==> config.mk <==
export PLATFORM = sky130hd
export DESIGN_NAME = base64_stream_decoder_flat
export DESIGN_NICKNAME = d
export VERILOG_FILES = /design/src/sv/b64d_pkg.sv /design/src/sv/b64d_if.sv /design/src/sv/b64d_group.sv /design/src/sv/base64_stream_decoder.sv /design/src/flat_wrapper.sv
export SDC_FILE = /design/constraint.sdc
export NUM_CORES = 1
export LEC_CHECK = 0
export BUFFER_PORTS_ARGS = -buffer_cell sky130_fd_sc_hd__buf_2
export CAP_MARGIN = 10
export CORE_MARGIN = 2
export CORE_UTILIZATION = 45
export DETAILED_ROUTE_END_ITERATION = 8
export PLACE_DENSITY_LB_ADDON = 0.25
export SYNTH_ARGS = -nofsm -noshare
export SYNTH_HDL_FRONTEND = slang
export SYNTH_SLANG_ARGS = --single-unit
==> constraint.sdc <==
create_clock -name clk -period 4.1 [get_ports clk]
set_input_delay 0.205 -clock clk [delete_from_list [all_inputs] [get_ports clk]]
set_output_delay 0.205 -clock clk [all_outputs]
set_load 0.01 [all_outputs]
==> src/sv/b64d_pkg.sv <==
`timescale 1ns / 1ps
// ----------------------------------------------------------------------------
// b64d_pkg
// Types, codes and the character lookup shared by the base64 decoder files.
// ----------------------------------------------------------------------------
package b64d_pkg;

  localparam logic [7:0] PAD_CHAR   = 8'h3D;  // '='
  localparam logic [7:0] PLUS_CHAR  = 8'h2B;  // '+'
  localparam logic [7:0] SLASH_CHAR = 8'h2F;  // '/'
  localparam logic [7:0] UPPER_LO   = 8'h41;  // 'A'
  localparam logic [7:0] UPPER_HI   = 8'h5A;  // 'Z'
  localparam logic [7:0] LOWER_LO   = 8'h61;  // 'a'
  localparam logic [7:0] LOWER_HI   = 8'h7A;  // 'z'
  localparam logic [7:0] DIGIT_LO   = 8'h30;  // '0'
  localparam logic [7:0] DIGIT_HI   = 8'h39;  // '9'
  localparam logic [5:0] LOWER_BASE = 6'd26;
  localparam logic [5:0] DIGIT_BASE = 6'd52;
  localparam logic [5:0] PLUS_VAL   = 6'd62;
  localparam logic [5:0] SLASH_VAL  = 6'd63;

  localparam int MAX_RESULTS = 3;

  typedef enum logic [1:0] {
    ST_DATA     = 2'd0,
    ST_BAD_CHAR = 2'd1,
    ST_BAD_LEN  = 2'd2
  } status_t;

  typedef struct packed {
    logic [7:0] data_byte;
    status_t    status;
  } result_t;

  // All results caused by one accepted character.
  typedef struct packed {
    result_t [MAX_RESULTS-1:0] res;    // res[0] goes out first
    logic [1:0]                count;  // 0..3
    logic                      eos;    // final result closes the text
  } bundle_t;

  // Bit 6 set: not a base64 character. '=' maps to zero.
  function automatic logic [6:0] sextet_of(input logic [7:0] ch);
    logic [7:0] d;
    begin
      d = 8'd0;
      if (ch >= UPPER_LO && ch <= UPPER_HI) begin
        d = ch - UPPER_LO;
        sextet_of = {1'b0, d[5:0]};
      end else if (ch >= LOWER_LO && ch <= LOWER_HI) begin
        d = ch - LOWER_LO;
        sextet_of = {1'b0, d[5:0] + LOWER_BASE};
      end else if (ch >= DIGIT_LO && ch <= DIGIT_HI) begin
        d = ch - DIGIT_LO;
        sextet_of = {1'b0, d[5:0] + DIGIT_BASE};
      end else if (ch == PLUS_CHAR) begin
        sextet_of = {1'b0, PLUS_VAL};
      end else if (ch == SLASH_CHAR) begin
        sextet_of = {1'b0, SLASH_VAL};
      end else if (ch == PAD_CHAR) begin
        sextet_of = 7'd0;
      end else begin
        sextet_of = 7'b1000000;
      end
    end
  endfunction

endpackage

==> src/sv/b64d_if.sv <==
`timescale 1ns / 1ps
// ----------------------------------------------------------------------------
// b64d channel interfaces
// Valid/ready channels for text characters and decoded results.
// ----------------------------------------------------------------------------
interface b64d_in_if;
  logic       valid;
  logic       ready;
  logic [7:0] text_char;
  logic       end_of_text;

  modport source (output valid, text_char, end_of_text, input ready);
  modport sink   (input valid, text_char, end_of_text, output ready);
endinterface

interface b64d_out_if;
  logic       valid;
  logic       ready;
  logic [7:0] data_byte;
  logic [1:0] status;
  logic       last_of_item;
  logic       end_of_stream;

  modport source (output valid, data_byte, status, last_of_item, end_of_stream,
                  input ready);
  modport sink   (input valid, data_byte, status, last_of_item, end_of_stream,
                  output ready);
endinterface

==> src/sv/b64d_group.sv <==
`timescale 1ns / 1ps
// ----------------------------------------------------------------------------
// b64d_group
// Group state of the decoder: collects sextets and builds the results of
// each character.
// ----------------------------------------------------------------------------
module b64d_group (
  input  logic               clk,
  input  logic               rst,
  input  logic               take,
  input  logic [7:0]         text_char,
  input  logic               end_of_text,
  output b64d_pkg::bundle_t  bundle
);

  logic [17:0] sextets;
  logic [1:0]  position;
  logic        third_pad;
  logic        has_invalid;
  logic        failed;

  logic [17:0] sextets_next;
  logic [1:0]  position_next;
  logic        third_pad_next;
  logic        has_invalid_next;
  logic        failed_next;

  logic [6:0]  lookup;
  logic [5:0]  value;
  logic        is_pad;
  logic        bad;
  logic [23:0] quad;

  assign lookup = b64d_pkg::sextet_of(text_char);
  assign bad    = lookup[6];
  assign value  = bad ? 6'd0 : lookup[5:0];
  assign is_pad = (text_char == b64d_pkg::PAD_CHAR);
  assign quad   = {sextets, value};

  always_comb begin
    sextets_next     = sextets;
    position_next    = position;
    third_pad_next   = third_pad;
    has_invalid_next = has_invalid;
    failed_next      = failed;
    bundle           = '0;
    for (int i = 0; i < b64d_pkg::MAX_RESULTS; i++) begin
      bundle.res[i].status = b64d_pkg::ST_DATA;
    end

    if (!failed) begin
      if (position != 2'd3) begin
        sextets_next     = {sextets[11:0], value};
        position_next    = position + 2'd1;
        has_invalid_next = has_invalid | bad;
        if (position == 2'd2) begin
          third_pad_next = is_pad;
        end
        if (end_of_text) begin
          bundle.count         = 2'd1;
          bundle.res[0].status = b64d_pkg::ST_BAD_LEN;
        end
      end else begin
        if (has_invalid | bad) begin
          bundle.count         = 2'd1;
          bundle.res[0].status = b64d_pkg::ST_BAD_CHAR;
          failed_next          = 1'b1;
        end else begin
          // pad in third place drops the middle byte, so the low one moves up
          bundle.count             = 2'd1 + {1'b0, ~third_pad} + {1'b0, ~is_pad};
          bundle.res[0].data_byte  = quad[23:16];
          bundle.res[1].data_byte  = third_pad ? quad[7:0] : quad[15:8];
          bundle.res[2].data_byte  = quad[7:0];
        end
        sextets_next     = '0;
        position_next    = 2'd0;
        third_pad_next   = 1'b0;
        has_invalid_next = 1'b0;
      end
    end

    bundle.eos = end_of_text;

    if (end_of_text) begin
      sextets_next     = '0;
      position_next    = 2'd0;
      third_pad_next   = 1'b0;
      has_invalid_next = 1'b0;
      failed_next      = 1'b0;
    end
  end

  always_ff @(posedge clk) begin
    if (rst) begin
      sextets     <= '0;
      position    <= 2'd0;
      third_pad   <= 1'b0;
      has_invalid <= 1'b0;
      failed      <= 1'b0;
    end else if (take) begin
      sextets     <= sextets_next;
      position    <= position_next;
      third_pad   <= third_pad_next;
      has_invalid <= has_invalid_next;
      failed      <= failed_next;
    end
  end

endmodule

==> src/sv/base64_stream_decoder.sv <==
`timescale 1ns / 1ps
// ----------------------------------------------------------------------------
// base64_stream_decoder
// Streaming base64 decoder (standard alphabet), one character per transfer.
// ----------------------------------------------------------------------------
//
// Channel  Dir  Payload                                          Per transfer
// text     in   text_char[7:0], end_of_text                      one character
// result   out  data_byte[7:0], status[1:0], last_of_item,       one result
//               end_of_stream
//
// A character is taken every cycle while the two-slot result queue has room;
// its results are registered at the edge that takes it and shown from the next
// cycle on. While result.ready is high the result port gives one result per
// cycle, so the up to three bytes of a four-character group drain as the next
// group comes in and input runs at one character per cycle. Characters that
// make no result (the first three of a group, or anything after an error)
// never enter the queue. text.ready depends only on queue fill, not on
// result.ready. rst (synchronous) clears group state and empties the queue.
// ----------------------------------------------------------------------------
module base64_stream_decoder (
  input  logic        clk,
  input  logic        rst,
  b64d_in_if.sink     text,
  b64d_out_if.source  result
);

  b64d_pkg::bundle_t new_bundle;
  logic              take;

  // Queue of per-character result bundles.
  b64d_pkg::bundle_t slots [2];
  logic              wr_ptr;
  logic              rd_ptr;
  logic [1:0]        fill;
  logic [1:0]        drain_idx;   // next result within the head bundle

  b64d_pkg::bundle_t head;
  logic              push;
  logic              pop;
  logic              head_last;

  assign text.ready = (fill != 2'd2);
  assign take       = text.valid & text.ready;

  b64d_group u_group (
    .clk         (clk),
    .rst         (rst),
    .take        (take),
    .text_char   (text.text_char),
    .end_of_text (text.end_of_text),
    .bundle      (new_bundle)
  );

  // End-marked characters after an error give nothing and push nothing.
  assign push = take & (new_bundle.count != 2'd0);

  assign head      = slots[rd_ptr];
  assign head_last = (drain_idx == head.count - 2'd1);
  assign pop       = result.valid & result.ready & head_last;

  assign result.valid         = (fill != 2'd0);
  assign result.data_byte     = head.res[drain_idx].data_byte;
  assign result.status        = head.res[drain_idx].status;
  assign result.last_of_item  = head_last;
  assign result.end_of_stream = head_last & head.eos;

  always_ff @(posedge clk) begin
    if (push) begin
      slots[wr_ptr] <= new_bundle;
    end
  end

  always_ff @(posedge clk) begin
    if (rst) begin
      wr_ptr    <= 1'b0;
      rd_ptr    <= 1'b0;
      fill      <= 2'd0;
      drain_idx <= 2'd0;
    end else begin
      if (push) begin
        wr_ptr <= ~wr_ptr;
      end
      if (result.valid & result.ready) begin
        if (head_last) begin
          rd_ptr    <= ~rd_ptr;
          drain_idx <= 2'd0;
        end else begin
          drain_idx <= drain_idx + 2'd1;
        end
      end
      case ({push, pop})
        2'b10:   fill <= fill + 2'd1;
        2'b01:   fill <= fill - 2'd1;
        default: fill <= fill;
      endcase
    end
  end

endmodule

==> src/flat_wrapper.sv <==
// flat-port wrapper written by rule: the top's interface ports become plain ports
module base64_stream_decoder_flat 
  (clk, rst, text_valid, text_text_char, text_end_of_text, text_ready, result_valid, result_data_byte, result_status, result_last_of_item, result_end_of_stream, result_ready);
  b64d_in_if text_i ();
  b64d_out_if result_i ();
  input  logic clk;
  input  logic rst;
  input wire logic [$bits(text_i.valid)-1:0] text_valid;
  input wire logic [$bits(text_i.text_char)-1:0] text_text_char;
  input wire logic [$bits(text_i.end_of_text)-1:0] text_end_of_text;
  output wire logic [$bits(text_i.ready)-1:0] text_ready;
  output wire logic [$bits(result_i.valid)-1:0] result_valid;
  output wire logic [$bits(result_i.data_byte)-1:0] result_data_byte;
  output wire logic [$bits(result_i.status)-1:0] result_status;
  output wire logic [$bits(result_i.last_of_item)-1:0] result_last_of_item;
  output wire logic [$bits(result_i.end_of_stream)-1:0] result_end_of_stream;
  input wire logic [$bits(result_i.ready)-1:0] result_ready;
  assign text_i.valid = text_valid;
  assign text_i.text_char = text_text_char;
  assign text_i.end_of_text = text_end_of_text;
  assign text_ready = text_i.ready;
  assign result_valid = result_i.valid;
  assign result_data_byte = result_i.data_byte;
  assign result_status = result_i.status;
  assign result_last_of_item = result_i.last_of_item;
  assign result_end_of_stream = result_i.end_of_stream;
  assign result_i.ready = result_ready;
  base64_stream_decoder u_core (.clk(clk), .rst(rst), .text(text_i), .result(result_i));
endmodule
# ---- Yosys cells after proc, flatten, opt, wreduce, memory -nomap -nowiden
# Memories as Yosys holds them, arrays and structs flattened. A register that Yosys moved wholly into a read port is not among the register bits.
# Cells that the tools add are included.
dict set report op_classes {
  n_addsub 12
  order_cmp 7
  n_eq_ne 11
  n_mux 46
  bitwise_logic 10
  n_reduce_logical 9
}
# op count
set ops {}
lappend ops {{8-bit two-way mux} 9}
lappend ops {{18-bit two-way mux} 3}
lappend ops {{7-bit two-way mux} 6}
lappend ops {{8-bit by 6-bit == test with 1-bit output, second input constant} 3}
lappend ops {{10-bit binary-select mux with 2-bit select} 1}
lappend ops {{8-bit by 7-bit >= comparator with 1-bit output, second input constant} 2}
lappend ops {{8-bit by 7-bit less-or-equal comparator with 1-bit output, second input constant} 2}
lappend ops {{1-bit two-way mux} 16}
lappend ops {{12-bit two-way mux} 1}
lappend ops {{6-bit subtractor, second input constant} 2}
lappend ops {{10-bit two-way mux} 1}
lappend ops {{2-bit two-way mux} 5}
lappend ops {{8-bit by 6-bit >= comparator with 1-bit output, second input constant} 1}
lappend ops {{8-bit by 6-bit less-or-equal comparator with 1-bit output, second input constant} 1}
lappend ops {{4-bit two-way mux} 2}
lappend ops {{2-bit by 1-bit adder with 2-bit output, second input constant} 3}
lappend ops {{6-bit by 5-bit adder with 6-bit output, second input constant} 1}
lappend ops {{6-bit adder, second input constant} 1}
lappend ops {{6-bit two-way mux} 1}
lappend ops {{2-bit inequality test, second input constant} 3}
lappend ops {{2-bit nonzero test} 3}
lappend ops {{6-bit by 1-bit subtractor with 6-bit output, second input constant} 1}
lappend ops {{1-bit AND} 5}
lappend ops {{2-bit == test, second input constant} 2}
lappend ops {{13 further kinds} 20}
dict set report totals {
  reg_bits 29
  ram_bits 58
  inputBits 13
  word_cells 105
  n_memories 1
}
# name depth word_bits read_ports rd_clocked_by_memory_dff wr line
set memory_table {}
lappend memory_table {u_core.slots 2 29 1 1 1 base64_stream_decoder.sv:32} ;# b64d_pkg::bundle_t slots [2];

# ---- Logic depth before layout (Yosys ltp)
# Gate-level depths: netlist of run 1.
dict set report depth {
  word_depth 15
  mapped_depth 12
  ltp_nobuf 12
}

# ---- By module
# From an unflattened synthesis of run 1, not the netlist that was laid out.
dict set report hier_totals {
  hier_cells 406
  hier_area_um2 4803.4
}
# mod n_inst cells_each area_each_um2
set modules_own_cells {}
lappend modules_own_cells {base64_stream_decoder 1 163 2882.8}
lappend modules_own_cells {b64d_group 1 243 1920.6}

# ---- Least setup slack after synthesis of run 1
# No wires, ideal clock.
dict set report synth_timing {
  path_kind {input to register}
  from {in text_text_char[0]}
  to {mem u_core.slots[1][0] (netlist bit) (enable)}
  arrival_ns 3.200
  required_ns 3.682
  slack_ns 0.482
  stages 9
  path_buffers 1
  cell_sequence {inv_1 -> ha_1 -> nor2b_1 -> o211ai_1 -> o311ai_2 -> a2111o_1 -> buf_6 -> o22a_4 -> nor2b_1}
}
dict set report synth_via {
  elab_chain_cells 15
  word_cells_on_any_way 28
  cone_classes {add/sub (1); order compare (6); eq/ne (3); mux (11); bitwise (3); reduce/logical (4)}
}
# element line
set synth_lines {}
lappend synth_lines {{start, declared} flat_wrapper.sv:9} ;# input wire logic [$bits(text_i.text_char)-1:0] text_text_char;
lappend synth_lines {{8-bit by 6-bit == test with 1-bit output} {b64d_pkg.sv:60, b64d_group.sv:37}}
lappend synth_lines {{7-bit two-way mux} b64d_pkg.sv:60} ;# end else if (ch == PAD_CHAR) begin
lappend synth_lines {{7-bit two-way mux} b64d_pkg.sv:58} ;# end else if (ch == SLASH_CHAR) begin
lappend synth_lines {{7-bit two-way mux} b64d_pkg.sv:56} ;# end else if (ch == PLUS_CHAR) begin
lappend synth_lines {{7-bit two-way mux} b64d_pkg.sv:53} ;# end else if (ch >= DIGIT_LO && ch <= DIGIT_HI) begin
lappend synth_lines {{7-bit two-way mux} b64d_pkg.sv:50} ;# end else if (ch >= LOWER_LO && ch <= LOWER_HI) begin
lappend synth_lines {{7-bit two-way mux} b64d_pkg.sv:47} ;# if (ch >= UPPER_LO && ch <= UPPER_HI) begin
lappend synth_lines {{1-bit OR} b64d_group.sv:64} ;# if (has_invalid | bad) begin
lappend synth_lines {{2-bit two-way mux (*)} b64d_group.sv:64}
lappend synth_lines {{4-bit two-way mux (*)} b64d_group.sv:52} ;# if (position != 2'd3) begin
lappend synth_lines {{12-bit two-way mux (*)} b64d_group.sv:51} ;# if (!failed) begin
lappend synth_lines {{2-bit nonzero test (*)} base64_stream_decoder.sv:56} ;# assign push = take & (new_bundle.count != 2'd0);
lappend synth_lines {{1-bit AND (*)} base64_stream_decoder.sv:56}
lappend synth_lines {{1-bit two-way mux (*)} base64_stream_decoder.sv:69} ;# if (push) begin
lappend synth_lines {{1-bit two-way mux (implied by the code) (*)} base64_stream_decoder.sv:70} ;# slots[wr_ptr] <= new_bundle;
lappend synth_lines {{end, declared} base64_stream_decoder.sv:32}
# Every way passes the cells marked *; elsewhere a longest branch is shown, timed or not.

# ---- Worst setup path in the final report of run 1
dict set report layout_timing {
  from {in text_text_char[2]}
  to {reg u_core.fill[1]}
}
dict set report layout_via {
  elab_chain_cells 15
  word_cells_on_any_way 30
  cone_classes {add/sub (1); order compare (6); eq/ne (5); mux (10); bitwise (3); reduce/logical (5)}
}
# element line
set layout_lines {}
lappend layout_lines {{8-bit by 6-bit == test with 1-bit output} {b64d_pkg.sv:60, b64d_group.sv:37}}
lappend layout_lines {{7-bit two-way mux} b64d_pkg.sv:60}
lappend layout_lines {{7-bit two-way mux} b64d_pkg.sv:58}
lappend layout_lines {{7-bit two-way mux} b64d_pkg.sv:56}
lappend layout_lines {{7-bit two-way mux} b64d_pkg.sv:53}
lappend layout_lines {{7-bit two-way mux} b64d_pkg.sv:50}
lappend layout_lines {{7-bit two-way mux} b64d_pkg.sv:47}
lappend layout_lines {{1-bit OR} b64d_group.sv:64}
lappend layout_lines {{2-bit two-way mux (*)} b64d_group.sv:64}
lappend layout_lines {{4-bit two-way mux (*)} b64d_group.sv:52}
lappend layout_lines {{12-bit two-way mux (*)} b64d_group.sv:51}
lappend layout_lines {{2-bit nonzero test (*)} base64_stream_decoder.sv:56}
lappend layout_lines {{1-bit AND (*)} base64_stream_decoder.sv:56}
lappend layout_lines {{2-bit by 1-bit == test with 1-bit output / 2-bit == test (equally long branches)} base64_stream_decoder.sv:92} ;# case ({push, pop})
lappend layout_lines {{2-bit one-hot mux with 2 select lines / 2-bit nonzero test (equally long branches)} n/a}
lappend layout_lines {{end signal, assigned} base64_stream_decoder.sv:93} ;# 2'b10: fill <= fill + 2'd1;
lappend layout_lines {{end signal, assigned} base64_stream_decoder.sv:94} ;# 2'b01: fill <= fill - 2'd1;
lappend layout_lines {{end signal, assigned} base64_stream_decoder.sv:95} ;# default: fill <= fill;
lappend layout_lines {{end, declared} base64_stream_decoder.sv:35} ;# logic [1:0] fill;
# Marks and branches as above.
# A chain may end at the register's enable or synchronous reset.

==> results of run 1 <==
[registers in the layout (all words and copies together) (netlist names), named ones only]
| register | cells |
|---|---|
| u_core.rd_ptr | 1 |
| u_core.slots | 58 |
| u_core.wr_ptr | 1 |
| u_core.u_group.failed | 1 |
| u_core.drain_idx | 2 |
| u_core.u_group.has_invalid | 1 |
| u_core.u_group.third_pad | 1 |
| u_core.fill | 2 |
| u_core.u_group.sextets | 18 |
| u_core.u_group.position | 2 |
[final timing paths]
check,startpoint,to,slack (ns)
hold / removal,text_valid,u_core.u_group.failed,0.15
setup / recovery,text_text_char[2],u_core.fill[1],1.37
hold reg to reg,u_core.u_group.sextets[14],u_core.u_group.sextets[14],0.46
setup reg to reg,flop,u_core.fill[1],1.48
[critical path, stage by stage]
cell,delay (ns)
sky130_fd_sc_hd__buf_2,0.16
sky130_fd_sc_hd__inv_1,0.13
sky130_fd_sc_hd__ha_1,0.31
sky130_fd_sc_hd__a21bo_2,0.23
sky130_fd_sc_hd__mux2_2,0.26
sky130_fd_sc_hd__o311ai_2,0.42
sky130_fd_sc_hd__a211oi_1,0.20
sky130_fd_sc_hd__o22a_4,0.30
sky130_fd_sc_hd__ha_1,0.31
sky130_fd_sc_hd__or3_1,0.37
sky130_fd_sc_hd__a21oi_1,0.13
[routing by layer]
layer  wire length (um)  part of all wire  track usage  up-vias
li1                   -                 -            -     1505
met1               4170              0.48        0.239     1441
met2               4120              0.48        0.299       42
met3                220             0.025       0.0246       10
met4                133             0.015       0.0646        0
met5                  0                 0            0        -
[cell type report]
type,instances,area [um^2],share of cell area
inverter,29,109,0.0229
sequential,88,2340,0.492
multi-input combinational,267,1790,0.376
timing repair buffer,30,160,0.0336
clock buffer,10,128,0.0268
tap,129,161,0.0339
clock inverter,6,67.6,0.0142
[power by group through the flow]
stage / Sequential (uW) / Combinational [uW] / Clock (uW)
detailed placement: 1000 / 188 / 0
finish: 982 / 188 / 587
global route: 986 / 210 / 635
global placement: 1000 / 188 / 0
CTS: 983 / 189 / 596
floorplan: 994 / 138 / 0
[Yosys cell counts, types with 12 or more instances]
master / n / share of area
sky130_fd_sc_hd__edfxtp_1: 58 / 0.40
sky130_fd_sc_hd__nor2_1: 42 / 0.036
sky130_fd_sc_hd__nand2_1: 31 / 0.027
sky130_fd_sc_hd__dfxtp_1: 30 / 0.14
sky130_fd_sc_hd__inv_1: 29 / 0.025
sky130_fd_sc_hd__a21oi_1: 28 / 0.032
sky130_fd_sc_hd__nand3_1: 21 / 0.024
sky130_fd_sc_hd__o21ai_0: 18 / 0.021
sky130_fd_sc_hd__mux2i_1: 16 / 0.037
sky130_fd_sc_hd__clkbuf_1: 15 / 0.013
sky130_fd_sc_hd__ha_1: 13 / 0.038
sky130_fd_sc_hd__nor3_1: 12 / 0.014
[per-stage QoR]
step                hold WS (ns)  total power (uW)
floorplan                  0.304              1130
global placement           0.440              1190
detailed placement         0.448              1190
CTS                        0.146              1770
global route               0.148              1830
finish                     0.150              1760
[cells by family (layout without fill, tap and decap cells)]
logic type / count (synthesis) / in the layout / synth area share
compound gates: 83 / 83 / 0.121
buf+inv: 49 / 75 / 0.0462
flops: 88 / 88 / 0.541
fa+ha+maj: 13 / 13 / 0.0376
mux: 27 / 27 / 0.0873
simple gates: 138 / 138 / 0.154
xor+xnor: 6 / 6 / 0.0121
==> key figures, run 1 <==
Final layout
  – Number of antenna diodes: 0
  – Share of final-layout standard cells stronger than drive strength 1: 0.160
  – Post-layout instance area: 0.00476 mm^2
  – Area growth from synthesis to layout: 9.94%
  – Fill cells: 852
  – Commonest cells after routing, fill and taps aside: 58 x sky130_fd_sc_hd__edfxtp_1, 41 x sky130_fd_sc_hd__nor2_1, 31 x sky130_fd_sc_hd__nand2_1
  – Layout Nets: 451
  – Commonest non-fill, non-tap cell in the layout: sky130_fd_sc_hd__edfxtp_1
  – Number of standard cells in the layout, taps in and fillers out: 559
  – Final core utilization: 0.513

Status
  – Outcome: complete, no violations

Global route
  – Vias in the first global route: 2841
  – Global-route wire length before repair: 14300 um
  – Maximum number of pins on one net before global-route repair: 30
  – Total global routing track utilization: 0.178
  – Number of antenna violations at the first check in global routing: 0
  – Overall overflow remaining after global route: 0

STA
  – Total Neg Setup Slack: 0 ns
  – # setup viols final: 0
  – Transition time at the pin with the least slew margin: 0.956 ns
  – Maximum clock skew at final layout: 0.0143 ns
  – Unrepaired setup endpoints after global routing: no
  – Final Critical Period: 2.73 ns
  – Maximum clock rate: 367 MHz
  – Max-slew headroom at the worst pin: 0.363
  – Final Cycle Share: 0.665
  – Number of max-slew violations in the final report: 0
  – Final Worst Setup Slack: 1.37 ns
  – Number of hold violations in the final report: 0

Clock network
  – Number of sinks driven by the clock tree: 88
  – Master cell of the clock root buffer: sky130_fd_sc_hd__clkbuf_8
  – Reg clk slew, reported paths: 0.09 ns
  – Post-CTS Resized: 0
  – Post-CTS setup buffer count: 0
  – Cts hold-fix bufs: 0
  – CTS tree: built
  – Clk buf depth: 2
  – Number of levels in the clock H-tree: 3
  – Number of buffers created by CTS: 9
  – Clock latency reported for the late side of the worst-skew pair: 0.36 ns

Critical path
  – Crit path DAT: 3.02 ns
  – Number of cells on the worst reg-to-reg path: 7
  – Critical Path RT: 4.39 ns
  – Classification of the worst setup path: in2reg
  – Crit path launch type: input port
  – Element type at the critical path end: flop
  – Critical path peak fanout: 8

Floorplanning
  – Core Footprint: 0.00928 mm^2
  – Initial Utilization: 0.466
  – Width of the die: 102 um
  – Die H: 102 um
  – Total number of placement rows: 35
  – Area enclosed by the die boundary: 0.0104 mm^2
  – I/O pin count: 27

Synthesis
  – Library cells used by synthesis: 49
  – Share of flip-flops with an asynchronous set or reset: 0
  – Number of flops mapped to enable cells by yosys: 58
  – Register area share after synthesis: 0.541
  – Most instantiated flip-flop cell in the synthesis netlist: sky130_fd_sc_hd__edfxtp_1
  – Number of nets produced by synthesis: 430
  – Flops & latches, synth: 88
  – Yosys synthesis warning count: 0
  – Synthesized netlist cell count: 404
  – Synth Cell Area: 0.00433 mm^2
  – Mean cell area of the mapped netlist: 10.7 um^2

Power
  – Clock power frac: 0.334
  – Pwr Density: 369 mW/mm^2
  – Leakage power total: 0.00161 uW
  – Net Sw Power: 435 uW
  – Seq pwr share: 0.559
  – Power share of the combinational group: 0.107
  – Cell Int Power: 1320 uW
  – Switching Fraction: 0.247
  – Maximum VDD drop: 0.000218 V

Placed design
  – Final weighted congestion in routability-driven placement: 0.854
  – Instance area at placement: 0.00456 mm^2
  – Post-Place Cells: 543
  – Count of port buffers added during placement: 26
  – Sum of net half-perimeters after detailed placement: 6000 um
  – Worst setup timing slack at the placement stage: 1.01 ns

Route
  – Detailed-route wire length per cell: 15.4 um
  – Count of nets left with antenna violations after detail routing: 0
  – Wire length reported by the detailed router: 8640 um
  – Vias per cell: 5.36
  – Number of violations reported at the end of detailed-routing iteration 0: 133
  – DRC violations left: 0
  – First-pass iteration count of the detailed router: 4
  – Number of vias in the routed layout: 2998

Worst hold path
  – Hold Path Stages: 3
  – Hold/Removal Path Class: in2reg

Run
  – Max cap viols: 0
Note: power is estimated with default switching activity, not from simulation.
==> run 2: changes to the inputs <==
==> constraint.sdc (replaced) <==
create_clock -name clk -period 2.28 [get_ports clk]
set_input_delay 0.114 -clock clk [delete_from_list [all_inputs] [get_ports clk]]
set_output_delay 0.114 -clock clk [all_outputs]
set_load 0.01 [all_outputs]
==> run 2 against run 1 <==
Design area is 14% higher. Register-to-register slack lost 1.4 ns. Highest routed layer unchanged. Largest cell class unchanged. Clock skew fell by 0.0023 ns.
==> key figures, run 2 (same netlist as run 1, synthesis figures left out) <==
Critical path
  – Element type at the critical path end: flop
  – Launch instance of the worst register-to-register path: u_core.u_group.position[0]
  – Number of cells on the worst reg-to-reg path: 7 (unchanged)
  – R2R setup slack: 0.07 ns (-1.41 ns)
  – CP max stage cell: sky130_fd_sc_hd__a2111o_1
  – Classification of the worst setup path: in2reg
  – Crit path cell chain: buf_4, inv_12, ha_1, nor2b_1, o211ai_1, o311ai_4, a2111o_1, o22a_4, buf_6, nor2b_4, clkbuf_16
  – Reg2Reg Capture Point: u_core.slots[1][13]
  – CP peak stage delay: 0.47 ns (+0.05 ns)
  – Critical Path RT: 2.34 ns (-2.05 ns)
  – WP buf/inv: 4 (+2)
  – Critical path peak fanout: 7 (-1)
  – Crit path launch type: input port
  – Crit path DAT: 2.34 ns (-0.68 ns)
  – Cell class contributing the biggest share of worst-path delay: compound AO/OA/AOI/OAI gates

STA
  – Total Neg Setup Slack: 0 ns (unchanged)
  – Maximum clock rate: 439 MHz
  – # setup viols final: 0 (unchanged)
  – Final Cycle Share: 1.00
  – Unrepaired setup endpoints after global routing: yes
  – Final Critical Period: 2.28 ns
  – Max-slew headroom at the worst pin: 0.625 (+0.262)
  – Number of hold violations in the final report: 0 (unchanged)
  – Transition time at the pin with the least slew margin: 0.563 ns (-0.393 ns)
  – Worst hold-check slack: 0.0786 ns (-0.0717 ns)
  – Number of max-slew violations in the final report: 0 (unchanged)
  – Maximum clock skew at final layout: 0.0120 ns (-0.00233 ns)

Route
  – Number of vias in the routed layout: 3301 (+10%)
  – Number of violations reported at the end of detailed-routing iteration 0: 235 (+77%)
  – Count of nets left with antenna violations after detail routing: 0 (unchanged)
  – Detailed-route wire length per cell: 15.4 um (-0.44%)
  – DRC violations left: 0 (unchanged)
  – First-pass iteration count of the detailed router: 6 (+2)
  – Wire length reported by the detailed router: 9480 um (+9.7%)
  – Met2 wire len: 4850 um (+18%)
  – Uppermost layer routed: met4
  – Routed met1 length: 4230 um (+1.4%)
  – Vias per cell: 5.36 (about the same)
  – Routed met3 length: 302 um (+37%)

Clock network
  – Number of levels in the clock H-tree: 3 (unchanged)
  – CTS tree: built
  – Reg clk slew, reported paths: 0.09 ns (about the same)
  – Cts hold-fix bufs: 0 (unchanged)
  – Master cell of the clock root buffer: sky130_fd_sc_hd__clkbuf_8
  – Clk buf depth: 2 (unchanged)
  – Clock latency reported for the late side of the worst-skew pair: 0.35 ns (about the same)
  – Number of sinks driven by the clock tree: 88 (unchanged)
  – Number of buffers created by CTS: 9 (unchanged)

Final layout
  – Most flop-heavy register: u_core.slots
  – Fill cells: 804 (-5.6%)
  – Commonest cells after routing, fill and taps aside: 58 x sky130_fd_sc_hd__edfxtp_1, 55 x sky130_fd_sc_hd__buf_4, 41 x sky130_fd_sc_hd__nor2_1
  – Layout Nets: 508 (+13%)
  – Commonest non-fill, non-tap cell in the layout: sky130_fd_sc_hd__edfxtp_1
  – Area growth from synthesis to layout: 25.4%
  – Share of final-layout standard cells stronger than drive strength 1: 0.285 (+0.125)
  – Leading registers by flop count: u_core.slots: 58 flops, u_core.u_group.sextets: 18 flops
  – Number of antenna diodes: 0 (unchanged)
  – Largest register FFs: 58 (unchanged)

Global route
  – Overall overflow remaining after global route: 0 (unchanged)
  – Total global routing track utilization: 0.188 (+0.00970)
  – Maximum number of pins on one net before global-route repair: 30 (unchanged)
  – Number of antenna violations at the first check in global routing: 0 (unchanged)
  – Vias in the first global route: 3165 (+11%)
  – Global-route wire length before repair: 15200 um (+6.6%)

Floorplanning
  – Width of the die: 102 um (unchanged)
  – Initial Utilization: 0.466 (unchanged)
  – Die H: 102 um (unchanged)
  – Core Footprint: 0.00928 mm^2 (unchanged)
  – Area enclosed by the die boundary: 0.0104 mm^2 (unchanged)
  – Total number of placement rows: 35 (unchanged)
  – I/O pin count: 27 (unchanged)

Worst hold path
  – Hold/Removal Path Class: in2reg
  – Hold Path Stages: 3 (unchanged)
  – Endpoint with the worst hold slack: u_core.u_group.failed
  – Hold path startpoint: text_valid

Power
  – Pwr Density: 624 mW/mm^2 (+69%)
  – Leakage power total: 0.00194 uW (+20%)
  – Maximum VDD drop: 0.000374 V (+72%)

Status
  – Outcome: complete, no violations

Placed design
  – Final weighted congestion in routability-driven placement: 0.843 (-1.3%)
  – Sum of net half-perimeters after detailed placement: 6480 um (+8.0%)
  – Count of port buffers added during placement: 26 (unchanged)

Run
  – Max cap viols: 0 (unchanged)
## run 2: cell types whose count changed in the layout (fill, tap and decap cells not counted), moves of 2 or more
cell	before	now
sky130_fd_sc_hd__ha_4	0	4
sky130_fd_sc_hd__inv_1	29	24
sky130_fd_sc_hd__nor2b_4	0	2
sky130_fd_sc_hd__buf_2	26	23
sky130_fd_sc_hd__buf_6	0	4
sky130_fd_sc_hd__buf_4	4	55
sky130_fd_sc_hd__a21oi_2	1	3
sky130_fd_sc_hd__ha_1	13	9
sky130_fd_sc_hd__clkbuf_16	0	2
sky130_fd_sc_hd__buf_12	0	2
sky130_fd_sc_hd__inv_2	0	2
sky130_fd_sc_hd__a21oi_1	28	26
## run 2: worst max path at each step
stage	cells after the start	slack [ns]	startpoint	to
after global routing	12	-0.03	text_text_char[2]	u_core.slots[1][25]
after CTS	11	0.007	text_text_char[0]	u_core.fill[1]
after global placement	11	-0.32	text_text_char[0]	u_core.fill[1]
after detailed placement	11	-0.36	text_text_char[0]	u_core.fill[1]
after floorplan	9	-0.28	text_text_char[1]	u_core.slots[1][0]
final	11	0.0006	text_text_char[1]	u_core.slots[1][13]
## run 2: power by group
group | total (uW) | internal (uW) | switching (uW) | leakage [uW]
Combinational | 464 | 217 | 247 | 0.00102
Clock | 1170 | 623 | 543 | 0.000103
Sequential | 1760 | 1730 | 23.9 | 0.000814
Total | 3390 | 2580 | 814 | 0.00194
## run 2: area by class of cell
type,instances,area [um^2],area share
Sequential cell,88,2340,0.431
Multi-Input combinational cell,267,1890,0.349
Timing Repair Buffer,87,678,0.125
Tap cell,129,161,0.0297
Inverter,29,133,0.0244
Clock buffer,10,128,0.0235
Clock inverter,6,92.6,0.0171
## run 2: layer usage
layer | GRT usage | vias to the layer above
li1 | - | 1621
met1 | 0.245 | 1599
met2 | 0.323 | 71
met3 | 0.0280 | 10
met4 | 0.0626 | 0
met5 | 0 | -
## run 2: worst min-delay path, cell delays in order
cell	delay, ns
sky130_fd_sc_hd__buf_2	0.09
sky130_fd_sc_hd__a31oi_1	0.08
sky130_fd_sc_hd__o21a_1	0.11
## run 2: timing repair
item	in CTS	in global routing
setup endpoints to repair	0	62
buffers inserted	0	4
gates resized for setup	0	21
## run 2: metrics by stage
| stage | util | cell area [um^2] | std cells | setup slack, ns | power, uW |
|---|---|---|---|---|---|
| floorplan | - | 4410 | 404 | -0.276 | 2050 |
| global placement | 0.543 | 5040 | 593 | -0.315 | 2220 |
| detailed placement | 0.543 | 5040 | 593 | -0.359 | 2230 |
| CTS | 0.567 | 5260 | 609 | 0.00672 | 3390 |
| global route | 0.585 | 5430 | 616 | -0.0343 | 3540 |
| finish | 0.585 | 5430 | 616 | 0.000571 | 3390 |
